### src/qdc_pkg.sv
// ----------------------------------------------------------------------------
// qdc_pkg
// Shared types and constants for the charge converter event word demux:
// word type codes, field positions, register indexes and widths.
// ----------------------------------------------------------------------------
package qdc_pkg;

	// Default sizing
	localparam int LOGICAL_CHANNELS_DEF = 32;
	localparam int VALUE_WIDTH_DEF      = 12;

	// Readout word layout
	localparam int WORD_W      = 32;
	localparam int TYPE_LSB    = 24;
	localparam int TYPE_W      = 3;
	localparam int CHAN_LSB    = 17;
	localparam int CHAN_W      = 4;
	localparam int RANGE_BIT   = 16;

	// Word type codes
	localparam logic [TYPE_W-1:0] TYPE_HEADER  = 3'h2;
	localparam logic [TYPE_W-1:0] TYPE_DATA    = 3'h0;
	localparam logic [TYPE_W-1:0] TYPE_TRAILER = 3'h4;

	// Result field widths
	localparam int OUT_CH_W  = 5;
	localparam int OUT_VAL_W = 12;

	// Hard ceiling on addressable logical channels (5-bit channel number)
	localparam int CHAN_LIMIT = 32;

	// Configuration registers
	localparam int CFG_IDX_W   = 1;
	localparam int CFG_DATA_W  = 32;
	localparam int VBITS_W     = 5;
	localparam logic [CFG_IDX_W-1:0] REG_ENABLE_MASK = 1'd0;
	localparam logic [CFG_IDX_W-1:0] REG_VALUE_BITS  = 1'd1;
	localparam logic [VBITS_W-1:0]   VBITS_RESET     = 5'd12;

	// Decoded view of one readout word
	typedef struct packed {
		logic                is_header;
		logic                is_data;
		logic                is_trailer;
		logic [OUT_CH_W-1:0] chan;
		logic                chan_ok;
		logic                fits;
	} word_info_t;

endpackage

### src/qdc_word_decode.sv
// ----------------------------------------------------------------------------
// qdc_word_decode
// Splits a readout word into type flags, logical channel and value, and
// checks the channel range and the value limit.
// ----------------------------------------------------------------------------
module qdc_word_decode #(
	parameter int LOGICAL_CHANNELS = qdc_pkg::LOGICAL_CHANNELS_DEF,
	parameter int VALUE_WIDTH      = qdc_pkg::VALUE_WIDTH_DEF
) (
	input  logic [qdc_pkg::WORD_W-1:0]  data_word,
	input  logic [qdc_pkg::VBITS_W-1:0] value_bits,
	output qdc_pkg::word_info_t         info,
	output logic [VALUE_WIDTH-1:0]      value
);
	import qdc_pkg::*;

	localparam int NUM_CH = (LOGICAL_CHANNELS < CHAN_LIMIT) ? LOGICAL_CHANNELS : CHAN_LIMIT;
	localparam logic [OUT_CH_W:0]  NUM_CH_V = (OUT_CH_W+1)'(NUM_CH);
	localparam logic [VBITS_W-1:0] VW_V     = VBITS_W'(VALUE_WIDTH);

	logic [TYPE_W-1:0]   wtype;
	logic [OUT_CH_W-1:0] chan;

	assign wtype = data_word[TYPE_LSB +: TYPE_W];
	assign value = data_word[VALUE_WIDTH-1:0];

	// Range bit clear selects the high range, which sits 16 channels up
	assign chan = {~data_word[RANGE_BIT], data_word[CHAN_LSB +: CHAN_W]};

	always_comb begin
		info.is_header  = (wtype == TYPE_HEADER);
		info.is_data    = (wtype == TYPE_DATA);
		info.is_trailer = (wtype == TYPE_TRAILER);
		info.chan       = chan;
		info.chan_ok    = ({1'b0, chan} < NUM_CH_V);
		// Limit at or above the value width passes everything
		info.fits       = (value_bits >= VW_V) || ((value >> value_bits) == '0);
	end

endmodule

### src/qdc_drain_seq.sv
// ----------------------------------------------------------------------------
// qdc_drain_seq
// Event state, per-channel present bits and value store, and the sequencer
// that walks the store one channel per scan cycle when a trailer closes an event.
// ----------------------------------------------------------------------------
module qdc_drain_seq #(
	parameter int LOGICAL_CHANNELS = qdc_pkg::LOGICAL_CHANNELS_DEF,
	parameter int VALUE_WIDTH      = qdc_pkg::VALUE_WIDTH_DEF
) (
	input  logic                           clk,
	input  logic                           arst_n,
	input  logic                           in_valid,
	output logic                           in_ready,
	input  qdc_pkg::word_info_t            info,
	input  logic [VALUE_WIDTH-1:0]         value,
	input  logic [qdc_pkg::CFG_DATA_W-1:0] chan_mask,
	output logic                           out_valid,
	input  logic                           out_ready,
	output logic [qdc_pkg::OUT_CH_W-1:0]   channel_index,
	output logic [qdc_pkg::OUT_VAL_W-1:0]  channel_value,
	output logic                           last_of_event
);
	import qdc_pkg::*;

	localparam int NUM_CH = (LOGICAL_CHANNELS < CHAN_LIMIT) ? LOGICAL_CHANNELS : CHAN_LIMIT;
	localparam int IDX_W  = $clog2(NUM_CH);

	typedef enum logic [1:0] {
		ST_IDLE,
		ST_SCAN,
		ST_FETCH
	} state_t;

	state_t                 state_q;
	logic                   inside_q;
	logic [NUM_CH-1:0]      present_q;
	logic [NUM_CH-1:0]      pend_q;
	logic [IDX_W-1:0]       cnt_q;
	logic                   out_valid_q;
	logic [OUT_CH_W-1:0]    ch_out_q;
	logic [OUT_VAL_W-1:0]   val_out_q;
	logic                   last_out_q;

	logic [VALUE_WIDTH-1:0] store_mem [NUM_CH];
	logic [VALUE_WIDTH-1:0] rd_data_q;

	logic                   accept;
	logic                   active;
	logic [IDX_W-1:0]       wr_idx;
	logic                   wr_en;
	logic                   out_free;
	logic                   out_load;

	assign in_ready = (state_q == ST_IDLE);
	assign accept   = in_valid && in_ready;
	assign active   = (chan_mask != '0);
	assign wr_idx   = info.chan[IDX_W-1:0];
	assign out_free = !out_valid_q || out_ready;
	assign out_load = (state_q == ST_FETCH) && out_free;

	// First valid value of a channel in an open event is stored
	assign wr_en = accept && info.is_data && inside_q && active && info.chan_ok &&
		info.fits && !present_q[wr_idx];

	// Value store: one write port, registered read at the scan pointer
	always_ff @(posedge clk) begin
		if (wr_en) begin
			store_mem[wr_idx] <= value;
		end
		rd_data_q <= store_mem[cnt_q];
	end

	// Sequencer, event state and result register
	always_ff @(posedge clk or negedge arst_n) begin
		if (!arst_n) begin
			state_q     <= ST_IDLE;
			inside_q    <= 1'b0;
			present_q   <= '0;
			pend_q      <= '0;
			cnt_q       <= '0;
			out_valid_q <= 1'b0;
			ch_out_q    <= '0;
			val_out_q   <= '0;
			last_out_q  <= 1'b0;
		end else begin
			// Result register: load from fetch, or empty once taken
			if (out_load) begin
				out_valid_q <= 1'b1;
				ch_out_q    <= OUT_CH_W'(cnt_q);
				val_out_q   <= OUT_VAL_W'(rd_data_q);
				last_out_q  <= ((pend_q >> 1) == '0);
			end else if (out_valid_q && out_ready) begin
				out_valid_q <= 1'b0;
			end
			case (state_q)
				ST_IDLE: begin
					if (accept) begin
						if (info.is_header && !inside_q) begin
							inside_q <= 1'b1;
							if (active) begin
								present_q <= '0;
							end
						end else if (wr_en) begin
							present_q[wr_idx] <= 1'b1;
						end else if (info.is_trailer && inside_q) begin
							inside_q <= 1'b0;
							if (active) begin
								pend_q  <= present_q & chan_mask[NUM_CH-1:0];
								cnt_q   <= '0;
								state_q <= ST_SCAN;
							end
						end
					end
				end
				ST_SCAN: begin
					if (pend_q == '0) begin
						state_q <= ST_IDLE;
					end else if (pend_q[0]) begin
						// store read at cnt_q lands in rd_data_q this edge
						state_q <= ST_FETCH;
					end else begin
						pend_q <= pend_q >> 1;
						cnt_q  <= cnt_q + 1'b1;
					end
				end
				ST_FETCH: begin
					if (out_load) begin
						pend_q  <= pend_q >> 1;
						cnt_q   <= cnt_q + 1'b1;
						state_q <= ST_SCAN;
					end
				end
				default: begin
					state_q <= ST_IDLE;
				end
			endcase
		end
	end

	assign out_valid     = out_valid_q;
	assign channel_index = ch_out_q;
	assign channel_value = val_out_q;
	assign last_of_event = last_out_q;

	// Drain only visits channels that hold a value; pend_q bit i is channel cnt_q + i
	a_pend_subset: assert property (@(posedge clk) disable iff (!arst_n)
		(state_q != ST_IDLE) |-> ((pend_q & ~(present_q >> cnt_q)) == '0))
		else $error("pending channel without stored value");

	// A pending channel at the scan pointer goes to fetch
	a_scan_hit: assert property (@(posedge clk) disable iff (!arst_n)
		(state_q == ST_SCAN && pend_q[0]) |=> (state_q == ST_FETCH))
		else $error("scan skipped a pending channel");

	// Fetch holds while the result register is occupied
	a_fetch_hold: assert property (@(posedge clk) disable iff (!arst_n)
		(state_q == ST_FETCH && out_valid_q && !out_ready) |=>
		(state_q == ST_FETCH && $stable(cnt_q)))
		else $error("fetch overran a pending result");

	// A result marked last leaves nothing pending
	a_last_empty: assert property (@(posedge clk) disable iff (!arst_n)
		(state_q == ST_FETCH && out_free && (pend_q >> 1) == '0) |=> (pend_q == '0))
		else $error("last result with channels still pending");

endmodule

### src/qdc_event_word_demux.sv
// ----------------------------------------------------------------------------
// qdc_event_word_demux
// Demultiplexer for event words of a dual-range charge converter.
// ----------------------------------------------------------------------------
// Header, data and other words are taken one per cycle while the sequencer
// is idle. A trailer that closes an event with a nonzero enable mask starts
// a drain of the value store: the sequencer steps through the logical
// channels one per cycle, adds a fetch step per emitted value for the
// registered store read, and holds the input until the drain ends, output
// stalls included. The drain ends right after the highest pending channel.
// Values come out in ascending channel order, last_of_event on the final one;
// a finished result waits in an output register while new words are accepted.
// ----------------------------------------------------------------------------
module qdc_event_word_demux #(
	parameter int LOGICAL_CHANNELS = qdc_pkg::LOGICAL_CHANNELS_DEF,
	parameter int VALUE_WIDTH      = qdc_pkg::VALUE_WIDTH_DEF
) (
	input  logic                           clk,
	input  logic                           arst_n,
	// word input
	input  logic                           in_valid,
	output logic                           in_ready,
	input  logic [qdc_pkg::WORD_W-1:0]     data_word,
	// result output
	output logic                           out_valid,
	input  logic                           out_ready,
	output logic [qdc_pkg::OUT_CH_W-1:0]   channel_index,
	output logic [qdc_pkg::OUT_VAL_W-1:0]  channel_value,
	output logic                           last_of_event,
	// configuration
	input  logic                           cfg_we,
	input  logic [qdc_pkg::CFG_IDX_W-1:0]  cfg_index,
	input  logic [qdc_pkg::CFG_DATA_W-1:0] cfg_wdata
);
	import qdc_pkg::*;

	logic [CFG_DATA_W-1:0]  mask_q;
	logic [VBITS_W-1:0]     vbits_q;
	word_info_t             info;
	logic [VALUE_WIDTH-1:0] value;

	// Configuration registers
	always_ff @(posedge clk or negedge arst_n) begin
		if (!arst_n) begin
			mask_q  <= '0;
			vbits_q <= VBITS_RESET;
		end else if (cfg_we) begin
			case (cfg_index)
				REG_ENABLE_MASK: mask_q  <= cfg_wdata;
				REG_VALUE_BITS:  vbits_q <= cfg_wdata[VBITS_W-1:0];
				default: begin
				end
			endcase
		end
	end

	// Word decode
	qdc_word_decode #(
		.LOGICAL_CHANNELS (LOGICAL_CHANNELS),
		.VALUE_WIDTH      (VALUE_WIDTH)
	) u_decode (
		.data_word  (data_word),
		.value_bits (vbits_q),
		.info       (info),
		.value      (value)
	);

	// Event state, store and drain sequencer
	qdc_drain_seq #(
		.LOGICAL_CHANNELS (LOGICAL_CHANNELS),
		.VALUE_WIDTH      (VALUE_WIDTH)
	) u_seq (
		.clk           (clk),
		.arst_n        (arst_n),
		.in_valid      (in_valid),
		.in_ready      (in_ready),
		.info          (info),
		.value         (value),
		.chan_mask     (mask_q),
		.out_valid     (out_valid),
		.out_ready     (out_ready),
		.channel_index (channel_index),
		.channel_value (channel_value),
		.last_of_event (last_of_event)
	);

endmodule

### config.mk
export PLATFORM = sky130hd
export DESIGN_NAME = qdc_event_word_demux
export DESIGN_NICKNAME = d
export VERILOG_FILES = /design/src/qdc_pkg.sv /design/src/qdc_word_decode.sv /design/src/qdc_drain_seq.sv /design/src/qdc_event_word_demux.sv
export SDC_FILE = /design/constraint.sdc
export NUM_CORES = 1
export LEC_CHECK = 0
export BUFFER_PORTS_ARGS = -buffer_cell sky130_fd_sc_hd__buf_2
export CAP_MARGIN = 20
export CORE_MARGIN = 3
export CORE_UTILIZATION = 35
export DETAILED_ROUTE_END_ITERATION = 10
export GPL_TIMING_DRIVEN = 0
export HOLD_SLACK_MARGIN = 0.08
export PLACE_DENSITY_LB_ADDON = 0.3
export SLEW_MARGIN = 25
export SYNTH_ARGS = -nofsm -noshare
export SYNTH_HDL_FRONTEND = slang
export SYNTH_SLANG_ARGS = --single-unit
export TNS_END_PERCENT = 5
### constraint.sdc
create_clock -name clk -period 4.6 [get_ports clk]
set_clock_uncertainty 0.05 [all_clocks]
set_input_delay 0.92 -clock clk [delete_from_list [all_inputs] [get_ports clk]]
set_output_delay 0.92 -clock clk [all_outputs]
set_load 0.005 [all_outputs]
======== Yosys cells after proc, flatten, opt, wreduce, memory -nomap -nowiden ========
Memories as Yosys holds them, arrays and structs flattened. A register that Yosys moved wholly into a read port is not among the register bits.
Cells that the tools add are included.
Widths: inputs -> output; s select.
word-level totals
  output and inout port bits .............. 20
  RAM bits ................................ 384
  logic and storage cells ................. 111
  memories ................................ 1
  register bits ........................... 128
  input bits .............................. 70
memories
  name             words  width  read ports  clocked after Yosys merged registers in  write ports  RTL line             RTL
  u_seq.store_mem  32     12     1           1                                        1            qdc_drain_seq.sv:44  logic [VALUE_WIDTH-1:0] store_mem [NUM_CH];
operators by class
  equality and inequality tests ........... 15
  bitwise operators ....................... 4
  shift-type cells ........................ 1
  add/subtract/negate cells ............... 1
  mux-type cells .......................... 41
  reduce and logical (&&, ||, !) cells .... 33
  $lt $le $gt $ge ......................... 3
operators with widths
  cell                 count
  $mux 32              11
  $pmux 32 s3          1
  $logic_not 32->1     2
  $mux 5               8
  $and 32x32->32       1
  $or 32x32->32        1
  $reduce_bool 32->1   1
  $mux 2               8
  $ne 2x2->1 const B   8
  $pmux 5 s3           1
  $logic_not 12->1     1
  $shr 12x5->12        1
  $logic_and 1x1->1    11
  $mux 1               9
  $reduce_and 9->1     1
  $reduce_and 4->1     2
  $reduce_and 8->1     1
  $reduce_and 7->1     1
  $lt 5x6->1 const B   1
  $pmux 2 s3           1
  $reduce_bool 2->1    3
  $add 5x1->5 const B  1
  $bmux 1 s5           1
  $demux 1 s5          1
  15 further kinds     21

======== Longest topological paths before layout ========
  word-level depth ........................ 11
  gate-level depth with buffers ........... 10
  depth with buffers taken out ............ 8

======== Modules after synthesis ========
Synthesis repeated with hierarchy kept, for this count alone.
unflattened totals
  cells, all modules ...................... 1,177
  area, all modules ....................... 21,536.9 um^2
modules (own cells, without submodules)
  module                cells an instance  times used  area each (um^2)
  qdc_drain_seq         1,057              1           19,696.4
  qdc_event_word_demux  80                 1           1,546.5
  qdc_word_decode       40                 1           294.0

======== Least setup slack after synthesis ========
OpenSTA, ideal clock, no wires.
  path type ............................... input to register
  start point ............................. input data_word[17] in the netlist's numbering
  end point ............................... memory u_seq.store_mem[2][0] in the netlist's numbering (enable)
  arrival ................................. 3.724 ns
  stages .................................. 8
  setup time .............................. 0.413 ns
  path slack .............................. 0.413 ns
  path buffers ............................ 2
  cells stage by stage .................... buf_6 mux4_2 mux2_2 nand2_1 nand4b_1 or2_2 clkbuf_1 nor4bb_1
between the ends
  cells in the longest elaborated chain, start to end .. 6
ends and longest elaborated chain
  item                          RTL line                    RTL
  start: declaration            qdc_event_word_demux.sv:23  input logic [qdc_pkg::WORD_W-1:0] data_word,
  $bmux 1 s5                    qdc_drain_seq.sv:63         info.fits && !present_q[wr_idx];
  $mux 1 (implied by the code)  qdc_drain_seq.sv:63
  $logic_not 1->1               qdc_drain_seq.sv:63
  $logic_and 1x1->1             qdc_drain_seq.sv:63
  $mux 1                        qdc_drain_seq.sv:67         if (wr_en) begin
  $mux 1 (implied by the code)  qdc_drain_seq.sv:68         store_mem[wr_idx] <= value;
  end: declaration              qdc_drain_seq.sv:44
Several ways; a longest one is shown, not always the timed one. The select of a mux whose other input is x is not followed.

======== Worst setup path after layout ========
  start point ............................. input data_word[17] in the netlist's numbering
  end point ............................... memory u_seq.store_mem[6][10] in the netlist's numbering (enable)
Same word-level chain as after synthesis.

==> flow_metrics.py <==
metrics = {
    "placed_design": {
        "place_congestion": 0.878,
        "dp_hpwl_um": 39300,
        "port_buffers": 74,
        "placed_area_mm2": 0.0232,
    },
    "critical_path": {
        "crit_start": "data_word[17]",
        "cp.arrival_ns": 4.51,
        "r2r_cells": 9,
        "slowest_delay_ns": 1.01,
        "critPathLaunchType": "primary input",
        "end_kind": "flip-flop",
        "worst-path-max-fanout": 10,
        "required_ns": 4.85,
        "cp_slowest_cell": "nor4_1",
        "reg2reg_from": "mask_q[24]$_DFFE_PN0P_",
        "path_class": "in2reg",
        "crit_chain": "buf_6 > clkbuf_1 > mux2i_1 > nor2_1 > nor4_1 > nand2b_1 > nor3_2 > buf_4",
    },
    "logic_synthesis": {
        "ys_warn_count": 0,
        "avgSynthCellArea_um2": 15.6,
        "synth_nets": 1439,
        "synth_ff_type": "edfxtp_1",
        "synth_top_cell_area_share_pct": 54.2,
        "yosysTopAreaCell": "edfxtp_1",
        "ys_seq_elements": 524,
        "synth.area.top_cells": "edfxtp_1 (54%), dfrtp_1 (15%), mux4_2 (5.4%), mux2i_1 (5.0%), mux2_2 (3.0%)",
        "synthCells": 1364,
        "seq_area_frac_synth_pct": 70.4,
        "synthMostInstantiatedCell": "edfxtp_1",
        "synth_edf_count": 384,
        "synth_cell_types": 55,
        "async_flop_share_pct": 24.4,
        "synth_commonest_cells": "edfxtp_1 (384), dfrtp_1 (126), nand2_1 (112), a21oi_1 (109), mux2i_1 (107)",
        "mappedNetlistArea_mm2": 0.0213,
    },
    "global_routing": {
        "grt_pass1_wl_um": 83300,
        "grt-ovfl-total": 0,
        "grt_pass1_vias": 12800,
        "grt_max_degree": 70,
        "grt_usage_pct": 17.5,
        "antenna_found_initial": 3,
    },
    "pwr": {
        "leakage_nw": 8.54,
        "vdd_drop_max_mv": 0.301,
        "p_per_area_mw_per_mm2": 529,
    },
    "sta": {
        "worstMarginPinSlew_ns": 1.19,
        "grt_setup_unrepaired": "false",
        "finalHoldViolCount": 0,
        "setup_viol": 0,
        "min_period_ns": 4.26,
        "slew_headroom_pct": 20.2,
        "whs_ns": 0.234,
        "min_period_over_period_pct": 92.6,
        "max_freq_mhz": 235,
        "slew_viol_final": 0,
        "fin_tns_setup_ns": 0,
    },
    "clock_network": {
        "cts_hold_buf": 0,
        "cts_resized": 0,
        "clkTransAtPathRegs_ns": 0.06,
        "cts_buffers": 52,
        "cts_htree_levels": 2,
        "cts_tree": "built",
        "clkSinkCount": 524,
        "clockBufferDepth": 3,
        "insertion_delay_ns": 0.59,
        "cts-root-buf": "clkbuf_16",
        "post_cts_buffers": 0,
    },
    "die": {
        "rows": 89,
        "die_area_mm2": 0.0638,
        "dieHeight_um": 253,
        "io_pins": 90,
        "core_region_area_mm2": 0.0596,
        "die_w_um": 253,
        "start_util_pct": 35.7,
    },
    "layout": {
        "stdcell_area_mm2": 0.0248,
        "nets": 1614,
        "drive_above_1_share_pct": 23.0,
        "fillers": 5362,
        "area_delta_synth_final_pct": 16.6,
    },
    "flow_run": {
        "cap_viol_max_count": 0,
    },
    "routing": {
        "via_per_inst": 5.49,
        "first_iter_violations": 1165,
        "first_pass_iters": 5,
        "post-route-drc-count": 0,
        "antenna_left": 0,
        "num_vias": 12900,
        "routedWlPerCell_um": 23.7,
        "wirelength_um": 55900,
    },
    "run_status": {
        "status": "completed",
    },
    "hold_path": {
        "min_path_type": "in2async",
    },
}
## worst paths after layout
kind                                                  endpoint  slack (ns)
hold reg to reg            u_seq.channel_value[11]$_DFFE_PN0P_        0.41
min in group clk           u_seq.channel_value[11]$_DFFE_PN0P_        0.41
max in group asynchronous               vbits_q[2]$_DFFE_PN1P_        3.48
setup / recovery              u_seq.store_mem[6][10]$_DFFE_PP_        0.34
hold / removal                          mask_q[12]$_DFFE_PN0P_        0.23
setup reg to reg               u_seq.store_mem[7][6]$_DFFE_PP_        0.80
## report_power, final
group / switching [mW] / total (mW) / internal (mW)
Sequential: 0.263 / 5.71 / 5.44
Clock: 1.76 / 4.00 / 2.24
Combinational: 2.12 / 3.40 / 1.28
## layout by cell type, fill, tap and decap left out, types with 5 or more instances in the layout
master     instances
a21oi_1          109
a22o_1             8
buf_1             11
buf_2            100
buf_4             16
buf_6             20
clkbuf_1          73
clkbuf_16         53
clkinv_1          13
clkinv_2          13
dfrtp_1          126
dfxtp_1           12
edfxtp_1         384
ha_1               5
inv_1              6
mux2_2            57
mux2i_1          107
mux4_2            51
nand2_1          112
nand2b_1          10
nand3_1            5
nand4_1            5
nor2_1            47
nor2b_1            8
nor3_2            22
nor4_1            17
nor4_2             8
o21a_1            11
o21ai_0           31
o221ai_1          60
o22ai_1           15
o31ai_2            5
## flip-flops by register name, summed over array words and instances (netlist names)
signal / cells
u_seq.state_q: 2
u_seq.present_q: 32
u_seq.cnt_q: 5
u_seq.pend_q: 32
u_seq.last_of_event: 1
u_seq.inside_q: 1
mask_q: 32
u_seq.channel_index: 5
u_seq.store_mem: 384
vbits_q: 5
u_seq.rd_data_q: 12
u_seq.channel_value: 12
u_seq.out_valid: 1
## final cells by class
type                            count  area (um2)  share of cell area, %
Clock inverter                     30         195                  0.787
Multi-Input combinational cell    745        6080                   24.5
Buffer                             88         379                   1.53
Sequential cell                   524       15000                   60.4
Antenna cell                        3        7.51                 0.0303
Clock buffer                       67        1390                   5.60
Tap cell                          773         967                   3.90
Timing Repair Buffer              121         776                   3.13
Inverter                            7        26.3                  0.106
## cell families after synthesis
logic type / share of synthesized area [%]
AOI/OAI and AO/OA: 8.04
DFF: 70.4
adders and majority gates: 0.294
muxes: 13.4
buffers and inverters: 1.91
and+or+nand+nor: 5.92
## worst max-delay path, delay by kind of cell
family	cells	cell delay (ns)
buffers and inverters	3	0.92
muxes	1	0.30
and+or+nand+nor	4	2.34
## through the flow
stage / setup slack (ns) / utilization (%) / total power, mW / cells
finish: 0.338 / 41.6 / 13.1 / 2358
global route: 0.423 / 41.6 / 13.7 / 2355
CTS: 0.631 / 41.6 / 13.2 / 2355
detailed placement: -0.0200 / 39.0 / 9.18 / 2258
global placement: -1.14 / 38.0 / 9.09 / 2211
floorplan: 0.413 / - / 7.93 / 1364
## routing by layer
layer / GRT usage [%] / part of all wire (%) / vias up
met3: 3.42 / 7.1 / 97
met5: 0 / 0.027 / -
met4: 5.08 / 2.7 / 2
met2: 28.6 / 48 / 479
li1: - / - / 5710
met1: 23.9 / 42 / 6653
(Power assumes the default switching activity.)
